==> src/hw/rtl/ltt_pkg.sv <==
`timescale 1ns / 1ps
// ----------------------------------------------------------------------------
// ltt_pkg
// shared constants and command/status types of the transition table
// ----------------------------------------------------------------------------
package ltt_pkg;

  localparam int unsigned MaxEntries = 16;
  localparam int unsigned IdxW       = $clog2(MaxEntries);
  localparam int unsigned CntW       = $clog2(MaxEntries + 1);

  localparam logic [1:0] KindAdd   = 2'd0;
  localparam logic [1:0] KindTick  = 2'd1;
  localparam logic [1:0] KindQuery = 2'd2;
  localparam logic [1:0] KindClear = 2'd3;

  localparam logic [1:0] ResUpdate = 2'd0;
  localparam logic [1:0] ResAdd    = 2'd1;
  localparam logic [1:0] ResQuery  = 2'd2;

  // controller to datapath
  typedef struct packed {
    logic latch_req;   // capture request fields
    logic add;         // write entry at count
    logic clr;         // empty the table
    logic rd;          // read entry at index
    logic div_start;   // start divider on read entry
    logic emit_upd;    // emit value update
    logic emit_add;    // emit add status
    logic q_clr;       // clear query hit
    logic q_step;      // compare entry at index
    logic emit_q;      // emit query answer
    logic idx_clr;     // index to zero
  } ltt_cmd_t;

  // datapath to controller
  typedef struct packed {
    logic empty;       // count is zero
    logic full;        // count at capacity
    logic idx_end;     // index reached count
  } ltt_sts_t;

endpackage

==> src/hw/rtl/ltt_div.sv <==
`timescale 1ns / 1ps
// ----------------------------------------------------------------------------
// ltt_div
// signed 49 by 16 bit restoring divider, one quotient bit per cycle,
// truncating toward zero
// ----------------------------------------------------------------------------
module ltt_div import ltt_pkg::*; (
  input  logic               clk_i,
  input  logic               rst_ni,
  input  logic               start_i,
  input  logic signed [48:0] num_i,
  input  logic        [15:0] den_i,
  output logic               done_o,
  output logic signed [48:0] quo_o
);

  logic [48:0] rem_mag_q, rem_mag_d;   // shifting numerator magnitude / quotient
  logic [16:0] part_q, part_d;
  logic [15:0] den_q;
  logic        neg_q;
  logic [5:0]  cnt_q, cnt_d;
  logic        run_q, run_d;
  logic        done_q, done_d;
  logic [16:0] trial;
  logic [17:0] diff;

  assign trial = {part_q[15:0], rem_mag_q[48]};
  assign diff  = {1'b0, trial} - {2'b00, den_q};

  always_comb begin
    rem_mag_d = rem_mag_q;
    part_d    = part_q;
    cnt_d     = cnt_q;
    run_d     = run_q;
    done_d    = 1'b0;
    if (run_q) begin
      if (!diff[17]) begin
        part_d    = diff[16:0];
        rem_mag_d = {rem_mag_q[47:0], 1'b1};
      end else begin
        part_d    = trial;
        rem_mag_d = {rem_mag_q[47:0], 1'b0};
      end
      cnt_d = cnt_q - 6'd1;
      if (cnt_q == 6'd1) begin
        run_d  = 1'b0;
        done_d = 1'b1;
      end
    end
  end

  always_ff @(posedge clk_i or negedge rst_ni) begin
    if (!rst_ni) begin
      run_q  <= 1'b0;
      done_q <= 1'b0;
      cnt_q  <= '0;
    end else if (start_i) begin
      run_q  <= 1'b1;
      done_q <= 1'b0;
      cnt_q  <= 6'd49;
    end else begin
      run_q  <= run_d;
      done_q <= done_d;
      cnt_q  <= cnt_d;
    end
  end

  always_ff @(posedge clk_i) begin
    if (start_i) begin
      rem_mag_q <= num_i[48] ? 49'(-num_i) : num_i;
      neg_q     <= num_i[48];
      den_q     <= den_i;
      part_q    <= '0;
    end else begin
      rem_mag_q <= rem_mag_d;
      part_q    <= part_d;
    end
  end

  assign done_o = done_q;
  assign quo_o  = neg_q ? -$signed(rem_mag_q) : $signed(rem_mag_q);

endmodule

==> src/hw/rtl/ltt_datapath.sv <==
`timescale 1ns / 1ps
// ----------------------------------------------------------------------------
// ltt_datapath
// entry storage, request capture, interpolation arithmetic and result register
// ----------------------------------------------------------------------------
module ltt_datapath import ltt_pkg::*; (
  input  logic                clk_i,
  input  logic                rst_ni,
  input  ltt_cmd_t            cmd_i,
  output ltt_sts_t            sts_o,
  output logic                done_o,
  input  logic         [7:0]  tag_i,
  input  logic         [7:0]  target_id_i,
  input  logic signed  [31:0] start_value_i,
  input  logic signed  [31:0] end_value_i,
  input  logic         [15:0] duration_i,
  input  logic         [7:0]  query_tag_a_i,
  input  logic         [7:0]  query_tag_b_i,
  input  logic         [7:0]  query_tag_c_i,
  input  logic         [7:0]  query_tag_d_i,
  input  logic         [2:0]  query_count_i,
  output logic                valid_o,
  output logic         [1:0]  result_kind_o,
  output logic         [7:0]  out_target_o,
  output logic signed  [31:0] out_value_o,
  output logic                last_o,
  output logic                any_active_o,
  output logic                table_full_o
);

  typedef struct packed {
    logic [7:0]  tag;
    logic [7:0]  target;
    logic [31:0] start;
    logic [31:0] fin;
    logic [15:0] total;
    logic [15:0] elapsed;
  } entry_t;

  entry_t          mem_q [MaxEntries];
  entry_t          cur_q;
  entry_t          new_q;
  logic [CntW-1:0] cnt_q;
  logic [CntW-1:0] idx_q;
  logic [CntW-1:0] todo_q;
  logic [CntW-1:0] emitted_q;
  logic            hit_q;
  logic [7:0]      qt_q [4];
  logic [2:0]      qn_q;
  logic            valid_q;
  logic [1:0]      kind_q;
  logic [7:0]      tgt_q;
  logic [31:0]     val_q;
  logic            last_q, any_q, full_q;

  logic [15:0]        el_inc;
  logic               fin_now;
  logic signed [32:0] span;
  logic signed [48:0] prod;
  logic signed [48:0] quo;
  logic               div_done;
  logic [CntW-1:0]    last_idx;
  logic               tag_hit;
  logic [IdxW-1:0]    wr_idx;

  assign last_idx = cnt_q - CntW'(1);
  assign el_inc   = (cur_q.elapsed == 16'hFFFF) ? cur_q.elapsed : cur_q.elapsed + 16'd1;
  assign fin_now  = (cur_q.total == 16'd0) || (el_inc >= cur_q.total);
  assign span     = 33'(signed'(cur_q.fin)) - 33'(signed'(cur_q.start));
  assign prod     = 49'(span) * $signed({1'b0, el_inc});
  assign wr_idx   = idx_q[IdxW-1:0];

  ltt_div u_div (
    .clk_i   (clk_i),
    .rst_ni  (rst_ni),
    .start_i (cmd_i.div_start && !fin_now),
    .num_i   (prod),
    .den_i   (cur_q.total),
    .done_o  (div_done),
    .quo_o   (quo)
  );

  always_comb begin
    tag_hit = 1'b0;
    for (int j = 0; j < 4; j++) begin
      if (3'(j) < qn_q && mem_q[wr_idx].tag == qt_q[j]) tag_hit = 1'b1;
    end
  end

  // finished entries complete without the divider
  assign done_o = cmd_i.div_start ? fin_now : div_done;

  always_ff @(posedge clk_i or negedge rst_ni) begin
    if (!rst_ni) begin
      cnt_q   <= '0;
      idx_q   <= '0;
      valid_q <= 1'b0;
    end else begin
      valid_q <= cmd_i.emit_upd || cmd_i.emit_add || cmd_i.emit_q;
      if (cmd_i.clr) cnt_q <= '0;
      if (cmd_i.add) cnt_q <= cnt_q + CntW'(1);
      if (cmd_i.idx_clr) begin
        idx_q <= '0;
      end else if (cmd_i.q_step) begin
        idx_q <= idx_q + CntW'(1);
      end else if (cmd_i.emit_upd) begin
        if (fin_now) begin
          cnt_q <= last_idx;
        end else begin
          idx_q <= idx_q + CntW'(1);
        end
      end
    end
  end

  always_ff @(posedge clk_i) begin
    if (cmd_i.latch_req) begin
      qt_q[0]   <= query_tag_a_i;
      qt_q[1]   <= query_tag_b_i;
      qt_q[2]   <= query_tag_c_i;
      qt_q[3]   <= query_tag_d_i;
      qn_q      <= (query_count_i > 3'd4) ? 3'd4 : query_count_i;
      todo_q    <= cnt_q;
      emitted_q <= '0;
      new_q     <= '{tag: tag_i, target: target_id_i, start: start_value_i,
                     fin: end_value_i, total: duration_i, elapsed: 16'd0};
    end
    if (cmd_i.add) begin
      mem_q[cnt_q[IdxW-1:0]] <= new_q;
    end
    if (cmd_i.rd) cur_q <= mem_q[wr_idx];
    if (cmd_i.q_clr) hit_q <= 1'b0;
    if (cmd_i.q_step && tag_hit) hit_q <= 1'b1;
    if (cmd_i.emit_upd) begin
      emitted_q <= emitted_q + CntW'(1);
      if (fin_now) begin
        mem_q[wr_idx] <= mem_q[last_idx[IdxW-1:0]];
      end else begin
        mem_q[wr_idx].elapsed <= el_inc;
      end
    end
    if (cmd_i.emit_upd) begin
      kind_q <= ResUpdate;
      tgt_q  <= cur_q.target;
      val_q  <= fin_now ? cur_q.fin : 32'(signed'(cur_q.start) + quo[31:0]);
      last_q <= (emitted_q + CntW'(1)) == todo_q;
      any_q  <= 1'b0;
      full_q <= 1'b0;
    end else if (cmd_i.emit_add) begin
      kind_q <= ResAdd;
      tgt_q  <= '0;
      val_q  <= '0;
      last_q <= 1'b0;
      any_q  <= 1'b0;
      full_q <= sts_o.full;
    end else if (cmd_i.emit_q) begin
      kind_q <= ResQuery;
      tgt_q  <= '0;
      val_q  <= '0;
      last_q <= 1'b0;
      any_q  <= hit_q;
      full_q <= 1'b0;
    end else begin
      kind_q <= ResUpdate;
      tgt_q  <= '0;
      val_q  <= '0;
      last_q <= 1'b0;
      any_q  <= 1'b0;
      full_q <= 1'b0;
    end
  end

  assign sts_o.empty    = (cnt_q == '0);
  assign sts_o.full     = (cnt_q == CntW'(MaxEntries));
  assign sts_o.idx_end  = (idx_q >= cnt_q);

  assign valid_o       = valid_q;
  assign result_kind_o = kind_q;
  assign out_target_o  = tgt_q;
  assign out_value_o   = val_q;
  assign last_o        = last_q;
  assign any_active_o  = any_q;
  assign table_full_o  = full_q;

endmodule

==> src/hw/rtl/ltt_ctrl.sv <==
`timescale 1ns / 1ps
// ----------------------------------------------------------------------------
// ltt_ctrl
// request sequencer: decodes the request kind and steps the datapath
// ----------------------------------------------------------------------------
module ltt_ctrl import ltt_pkg::*; (
  input  logic       clk_i,
  input  logic       rst_ni,
  input  logic       start,
  input  logic [1:0] kind_i,
  output logic       busy,
  input  ltt_sts_t   sts_i,
  input  logic       done_i,
  output ltt_cmd_t   cmd_o
);

  localparam logic [2:0] StIdle  = 3'd0;
  localparam logic [2:0] StDec   = 3'd1;
  localparam logic [2:0] StRead  = 3'd2;
  localparam logic [2:0] StCalc  = 3'd3;
  localparam logic [2:0] StWait  = 3'd4;
  localparam logic [2:0] StQuery = 3'd5;

  logic [2:0] state_q, state_d;
  logic [1:0] kind_q;

  always_comb begin
    state_d = state_q;
    cmd_o   = '0;
    unique case (state_q)
      StIdle: begin
        if (start) begin
          cmd_o.latch_req = 1'b1;
          cmd_o.idx_clr   = 1'b1;
          cmd_o.q_clr     = 1'b1;
          state_d         = StDec;
        end
      end
      StDec: begin
        state_d = StIdle;
        unique case (kind_q)
          KindAdd: begin
            cmd_o.emit_add = 1'b1;
            cmd_o.add      = !sts_i.full;
          end
          KindTick:  if (!sts_i.empty) state_d = StRead;
          KindQuery: state_d = StQuery;
          KindClear: cmd_o.clr = 1'b1;
          default: ;
        endcase
      end
      StRead: begin
        if (sts_i.idx_end) begin
          state_d = StIdle;
        end else begin
          cmd_o.rd = 1'b1;
          state_d  = StCalc;
        end
      end
      StCalc: begin
        cmd_o.div_start = 1'b1;
        if (done_i) begin
          cmd_o.emit_upd = 1'b1;
          state_d        = StRead;
        end else begin
          state_d = StWait;
        end
      end
      StWait: begin
        if (done_i) begin
          cmd_o.emit_upd = 1'b1;
          state_d        = StRead;
        end
      end
      StQuery: begin
        if (sts_i.idx_end) begin
          cmd_o.emit_q = 1'b1;
          state_d      = StIdle;
        end else begin
          cmd_o.q_step = 1'b1;
        end
      end
      default: state_d = StIdle;
    endcase
  end

  always_ff @(posedge clk_i or negedge rst_ni) begin
    if (!rst_ni) begin
      state_q <= StIdle;
      kind_q  <= KindAdd;
    end else begin
      state_q <= state_d;
      if (state_q == StIdle && start) kind_q <= kind_i;
    end
  end

  assign busy = (state_q != StIdle);

endmodule

==> src/hw/rtl/linear_transition_table_top.sv <==
`timescale 1ns / 1ps
// ----------------------------------------------------------------------------
// linear_transition_table_top
// table of up to 16 linear transitions with add, tick, query and clear requests
// ----------------------------------------------------------------------------
// A request is taken when start is high and busy low; results come one per
// strobe and cannot be stalled. A query compares the stored entries one by
// one. A tick walks the entries in turn: an entry that finishes completes
// without the divider, while an entry still running waits for the 49-step
// serial divider.
module linear_transition_table_top import ltt_pkg::*; (
  input  logic               clk_i,
  input  logic               rst_ni,
  input  logic               start,
  output logic               busy,
  input  logic        [1:0]  kind_i,
  input  logic        [7:0]  tag_i,
  input  logic        [7:0]  target_id_i,
  input  logic signed [31:0] start_value_i,
  input  logic signed [31:0] end_value_i,
  input  logic        [15:0] duration_i,
  input  logic        [7:0]  query_tag_a_i,
  input  logic        [7:0]  query_tag_b_i,
  input  logic        [7:0]  query_tag_c_i,
  input  logic        [7:0]  query_tag_d_i,
  input  logic        [2:0]  query_count_i,
  output logic               valid_o,
  output logic        [1:0]  result_kind_o,
  output logic        [7:0]  out_target_o,
  output logic signed [31:0] out_value_o,
  output logic               last_o,
  output logic               any_active_o,
  output logic               table_full_o
);

  ltt_cmd_t cmd;
  ltt_sts_t sts;
  logic     done;

  ltt_ctrl u_ctrl (
    .clk_i  (clk_i),
    .rst_ni (rst_ni),
    .start  (start),
    .kind_i (kind_i),
    .busy   (busy),
    .sts_i  (sts),
    .done_i (done),
    .cmd_o  (cmd)
  );

  ltt_datapath u_dp (
    .clk_i         (clk_i),
    .rst_ni        (rst_ni),
    .cmd_i         (cmd),
    .sts_o         (sts),
    .done_o        (done),
    .tag_i         (tag_i),
    .target_id_i   (target_id_i),
    .start_value_i (start_value_i),
    .end_value_i   (end_value_i),
    .duration_i    (duration_i),
    .query_tag_a_i (query_tag_a_i),
    .query_tag_b_i (query_tag_b_i),
    .query_tag_c_i (query_tag_c_i),
    .query_tag_d_i (query_tag_d_i),
    .query_count_i (query_count_i),
    .valid_o       (valid_o),
    .result_kind_o (result_kind_o),
    .out_target_o  (out_target_o),
    .out_value_o   (out_value_o),
    .last_o        (last_o),
    .any_active_o  (any_active_o),
    .table_full_o  (table_full_o)
  );

endmodule
==> config.mk <==
export PLATFORM = sky130hd
export DESIGN_NAME = linear_transition_table_top
export DESIGN_NICKNAME = d
export VERILOG_FILES = /design/src/hw/rtl/ltt_pkg.sv /design/src/hw/rtl/ltt_div.sv /design/src/hw/rtl/ltt_datapath.sv /design/src/hw/rtl/ltt_ctrl.sv /design/src/hw/rtl/linear_transition_table_top.sv
export SDC_FILE = /design/constraint.sdc
export NUM_CORES = 2
export LEC_CHECK = 0
export BUFFER_PORTS_ARGS = -buffer_cell sky130_fd_sc_hd__buf_2
export CAP_MARGIN = 20
export CORE_UTILIZATION = 40
export DETAILED_ROUTE_END_ITERATION = 12
export GPL_ROUTABILITY_DRIVEN = 0
export GPL_TIMING_DRIVEN = 0
export HOLD_SLACK_MARGIN = 0.02
export PLACE_DENSITY = 0.51
export SKIP_CTS_REPAIR_TIMING = 1
export SLEW_MARGIN = 40
export SYNTH_ARGS = -nofsm -noshare
export SYNTH_HDL_FRONTEND = slang
export SYNTH_SLANG_ARGS = --single-unit
==> constraint.sdc <==
create_clock -name clk_i -period 11.84 [get_ports clk_i]
set_input_delay 2.368 -clock clk_i [delete_from_list [all_inputs] [get_ports clk_i]]
set_output_delay 2.368 -clock clk_i [all_outputs]
set_load 0.02 [all_outputs]
== Word-level counts from Yosys, hierarchy flattened ==
Memories as Yosys holds them, arrays and structs flattened.
Index checks and enable logic that the tools add are counted.
W data, S select, Z words.
Cells by class
  add/sub/neg operators: 11
  $mul: 1
  $lt $le $gt $ge: 7
  eq/ne operators: 20
  mux-type cells: 71
  bitwise operators: 3
  reduce and logical (&&, ||, !) cells: 27
Operators with widths (number)
  $mux W49: 3
  $mux W112: 1
  $reduce_or A112 Y1: 1
  $mux W32: 2
  $mux W5: 12
  $mul A33 B17 Y49: 1
  $neg A49 Y49: 1
  $mux W16: 3
  $mux W1: 35
  $sub A32 B32 Y33: 1
  $add A32 B32 Y32: 1
  $eq A8 B8 Y1: 4
  $neg A32 Y32: 1
  $pmux W3 S6: 1
  $sub A17 B16 Y18: 1
  $add A16 B1 Y16 const B: 1
  $eq A16 B16 Y1 const B: 1
  $ge A16 B16 Y1: 1
  $logic_not A16 Y1: 1
  $add A5 B1 Y5 const B: 3
  $mux W2: 6
  $mux W3: 4
  $mux W6: 2
  $logic_and A1 B1 Y1: 7
  31 further kinds: 46
Storage, ports and cells
  register bits after elaboration: 365
  bits in writable memories: 1824
  output and inout port bits: 47
  word-level logic and storage cells: 175
  memories kept: 2
Memory list
  u_dp.mem_q: depth 16, bits a word 112, rd ports 2, clocked after Yosys merged registers in 0, wr ports 1, line ltt_datapath.sv:40  | entry_t mem_q [MaxEntries];
  u_dp.qt_q: depth 4, bits a word 8, rd ports 4, clocked after Yosys merged registers in 0, wr ports 4, line ltt_datapath.sv:48  | logic [7:0] qt_q [4];

== Longest topological paths before layout ==
  depth in word-level cells: 12
  depth in mapped cells: 40
  mapped depth without buffers: 38

== Cells and area by module ==
From an unflattened synthesis, not the netlist that was laid out.
Second synthesis, totals
  cells, all modules: 9526
  area total of the unflattened synthesis: 139867.9 um2
By module, submodules not included
  ltt_datapath: times used 1, cells an instance 8760, area each 132918.7 um2, seq. area each 62364.8 um2
  ltt_div: times used 1, cells an instance 713, area each 6490.0 um2, seq. area each 2502.4 um2
  ltt_ctrl: times used 1, cells an instance 53, area each 459.2 um2, seq. area each 125.1 um2

== Worst setup path before layout ==
OpenSTA, ideal clock, no wires.
  path kind: reg2reg
  from: reg, netlist name u_dp.cur_q[64]
  to: reg u_dp.u_div.rem_mag_q[47], data pin
  arrival: 9622 ps
  path slack: 1957 ps
  cell stages (with the launch flop): 37
  buffers on the path: 2
  path through: edfxtp_1 > ha_1 > fa_1 > nand2b_1 > a21boi_0 > o21a_1 > o311a_1 > o21bai_1 > a32oi_1 > a21oi_1 > o311ai_1 > nand3_1 > a31oi_1 > nor2_1 > fa_1 > inv_1 > fa_1 > inv_1 > fa_1 > fa_1 > fa_1 > inv_1 > fa_1 > inv_1 > ha_1 > a21o_1 > a21o_1 > a21oi_1 > o221ai_1 > o21a_1 > and4_1 > nor3_1 > buf_2 > buf_2 > nor3_1 > mux2i_1 > nand3_1
On the way
  word-level cells in the longest chain between the ends: 5
Ends and longest elaborated chain
  $sub A32 B32 Y33 (*): line ltt_datapath.sv:69  | assign span = 33'(signed'(cur_q.fin)) - 33'(signed'(cur_q.start));
  $mul A33 B17 Y49 (*): line ltt_datapath.sv:70  | assign prod = 49'(span) * $signed({1'b0, el_inc});
  $neg A49 Y49: line ltt_div.sv:70  | rem_mag_q <= num_i[48] ? 49'(-num_i) : num_i;
  $mux W49 (*): line ltt_div.sv:70
  $mux W49 (*): line ltt_div.sv:69  | if (start_i) begin
  end signal, assigned: line ltt_div.sv:70
  end signal, assigned: line ltt_div.sv:75  | rem_mag_q <= rem_mag_d;
  end, declared: line ltt_div.sv:17  | logic [48:0] rem_mag_q, rem_mag_d;
Mark *: on every way between the ends. The rest lies on a longest branch, timed or not.
A chain may end at the register's enable or synchronous reset.

== Final worst setup path ==
  from: reg, netlist name u_dp.cur_q[32]
  to: reg u_dp.u_div.rem_mag_q[2], data pin
On the way
  word-level cells in the longest chain between the ends: 5
Ends and longest elaborated chain (line)
  $sub A32 B32 Y33 (*): ltt_datapath.sv:69
  $mul A33 B17 Y49 (*): ltt_datapath.sv:70
  $neg A49 Y49: ltt_div.sv:70
  $mux W49 (*): ltt_div.sv:70
  $mux W49 (*): ltt_div.sv:69
Marks and branches as above.

==> results.tsv <==
stage	metric	value	unit
floorplan	Initial Util	40.33	%
sta	Final setup viols	0	
worst_setup_path	critical path startpoint	u_dp.cur_q[32]	
cts	clock slew at reported path FFs	70	ps
route	DRC violations left	0	
cells_and_area	post-route cell area	140500	um^2
cts	total CTS buffers	239	
floorplan	Die Width	552.7	um
worst_setup_path	FF-to-FF path depth	39	
sta	RSZ-0062 raised after global routing	no	
cells_and_area	# fillers	25870	
global_routing	largest net degree at the start of global routing	66	
synth	Synth Cell Area	121300	um^2
global_routing	vias in the first global route	78260	
hold_path	hold crit path type	flop to flop	
worst_setup_path	startpoint types	flop	
global_routing	total grt overflow	0	
synth	yosys synthesis warning count	0	
sta	slew margin rel.	33.32	%
cts	Sink Count	2189	
floorplan	Top Ports	183	
worst_setup_path	Setup CP Type	flop to flop	
worst_setup_path	worst path required time	12470	ps
hold_path	hold_sp	u_dp.hit_q	
cts	CTS tree	built	
floorplan	Core ar.	300800	um^2
cells_and_area	area of the multi-input gates	52830	um^2
global_routing	global-route wire length before repair	588800	um
synth	Post-synth EDFFs	2103	
cts	clock tree buffer depth	4	
cells_and_area	Final nets	9238	
synth	Mapped Avg Cell Area	15.67	um^2
sta	Min Clock Period, post-route	11340	ps
floorplan	Die Span Y	552.7	um
synth	Syn Inst Count	7739	
cells_and_area	storage element area	64990	um^2
route	DRT iter0 DRCs	8475	
cts	Root Driver	clkbuf_16	
hold_path	Hold Path Depth	2	
worst_setup_path	Crit. End Element	flop	
route	via count	75990	
synth	Async SR Flop Fraction	1.096	%
worst_setup_path	crit-path max cell delay	680	ps
placement	DP Area	132500	um^2
route	DR vias/cell	6.057	
cts	H-tree level count	4	
synth	post-synthesis net count	8601	
worst_setup_path	critical path's slowest cell	fa_1	
cells_and_area	layout cells sized above 1	27.16	%
worst_setup_path	cell mode on critical path	fa_1	
sta	clk_skew	37.80	ps
global_routing	GRT Util Overall	27.19	%
sta	final hold viol count	0	
route	post-DR wirelength/cell	33.23	um
cts	worst-skew pair later-pin latency	930	ps
global_routing	initial antenna violation count	23	
synth	#FFs+latches synth	2189	
sta	fmax	88.19	MHz
worst_setup_path	WP data arrival	11970	ps
synth	sequential fraction of the synthesis area	53.58	%
placement	IO Port Bufs	182	
synth	top_reg_cell synth	edfxtp_1	
placement	dpl hpwl	311200	um
worst_setup_path	Critical Path Fanout Max	10	
status	status	finished clean	
worst_setup_path	reg2reg start	u_dp.cur_q[32]	
route	Initial DRT Pass Iterations	7	
synth	Yosys cell types	99	
cells_and_area	most frequent cells in the layout	2,103 x edfxtp_1, 1,120 x mux4_2, 789 x nand2_1, 725 x inv_1, 500 x fa_1	
sta	Slew Limit Fails	0	
sta	part of the cycle the worst path needs	95.77	%
cells_and_area	most common cell after layout, fill and taps aside	edfxtp_1	
worst_setup_path	reg-to-reg slack, setup	500	ps
cells_and_area	Synth-to-Final Area Change	15.84	%
route	Routed Antenna Nets	0	
sta	worst slew pin tran	993.1	ps
route	routed wire length	416900	um
job	MaxCap Viol Count	0	
floorplan	die area	305500	um^2
floorplan	# rows	201	
## kinds of logic (layout without fill, tap and decap cells)
group | Yosys count | after routing | synth area share (%)
compound gates | 650 | 650 | 3.460
xor+xnor | 248 | 248 | 1.791
fa+ha+maj | 726 | 726 | 10.59
buf+inv | 1164 | 1997 | 3.633
flops | 2189 | 2189 | 53.58
mux | 1148 | 1148 | 21.03
other cells | 0 | 16 | 0
simple gates | 1614 | 1614 | 5.921
## path summary, 6_finish.rpt
path	endpoint
max	u_dp.u_div.rem_mag_q[2]
min	u_dp.hit_q
max reg2reg	u_dp.u_div.rem_mag_q[2]
min reg2reg	u_dp.hit_q
max in group asynchronous	u_ctrl.state_q[0]
min in group asynchronous	u_dp.u_div.cnt_q[5]
## Yosys cell counts, types with 56 or more instances
| cell | number | area, um^2 |
|---|---|---|
| a21o_1 | 56 | 420.4 |
| a21oi_1 | 185 | 925.9 |
| buf_1 | 72 | 270.3 |
| clkbuf_1 | 341 | 1280 |
| dfxtp_1 | 62 | 1241 |
| edfxtp_1 | 2103 | 63150 |
| fa_1 | 501 | 10030 |
| ha_1 | 225 | 2815 |
| inv_1 | 728 | 2733 |
| mux4_2 | 1120 | 25220 |
| nand2_1 | 789 | 2962 |
| nand3_1 | 79 | 395.4 |
| nor2_1 | 386 | 1449 |
| o21ai_0 | 154 | 770.7 |
| xnor2_1 | 154 | 1349 |
| xor2_1 | 94 | 823.3 |
## critical path: cells and delay by family, from the launching register on
kind / cells / cell delay [ps]
fa+ha+maj: 9 / 4460
simple gates: 8 / 1360
flops: 1 / 530
xor+xnor: 1 / 230
buf+inv: 8 / 1280
compound gates: 13 / 3160
## layout make-up
class / instances / area share (%)
sequential: 2189 / 46.25
multi-input combinational: 4386 / 37.60
clock buffer: 290 / 4.466
timing repair buffer: 398 / 3.843
tap: 3958 / 3.524
inverter: 736 / 1.977
buffer: 426 / 1.416
clock inverter: 147 / 0.8922
antenna: 16 / 0.02849
## flip-flops by register name (all words and copies together), names as in the netlist, 3 cells and up
name                  flops
u_dp.mem_q             1792
u_dp.cur_q              104
u_dp.new_q               96
u_dp.u_div.rem_mag_q     49
u_dp.out_value_o         32
u_dp.qt_q                32
u_dp.u_div.den_q         16
u_dp.u_div.part_q        16
u_dp.out_target_o         8
u_dp.u_div.cnt_q          6
u_dp.cnt_q                5
u_dp.emitted_q            5
u_dp.idx_q                5
u_dp.todo_q               5
u_ctrl.state_q            3
u_dp.qn_q                 3
## through the flow
stage / instances / hold slack (ps) / utilization [%] / worst slack (ps) / setup TNS (ps)
floorplan: 7739 / 416.7 / - / 1957 / 0
global placement: 11880 / 433.3 / 42.28 / -7907 / -
detailed placement: 12080 / 436.6 / 44.06 / -972.2 / -36240
CTS: 12520 / 453.4 / 46.56 / -964.0 / -35630
global route: 12540 / 461.8 / 46.71 / 17.68 / 0
finish: 12550 / 446.5 / 46.72 / 500.4 / 0
## layer usage
| metal | wire [um] | vias to the layer above | GRT usage, % |
|---|---|---|---|
| met5 | 41 | - | 0 |
| met3 | 35370 | 665 | 5.888 |
| met1 | 163800 | 40740 | 35.47 |
| met4 | 19190 | 6 | 11.38 |
| li1 | - | 30820 | - |
| met2 | 198500 | 3765 | 44.09 |
Power is not shown: default switching activity piles up to over one toggle a cycle in this logic, so the estimate is an artifact.
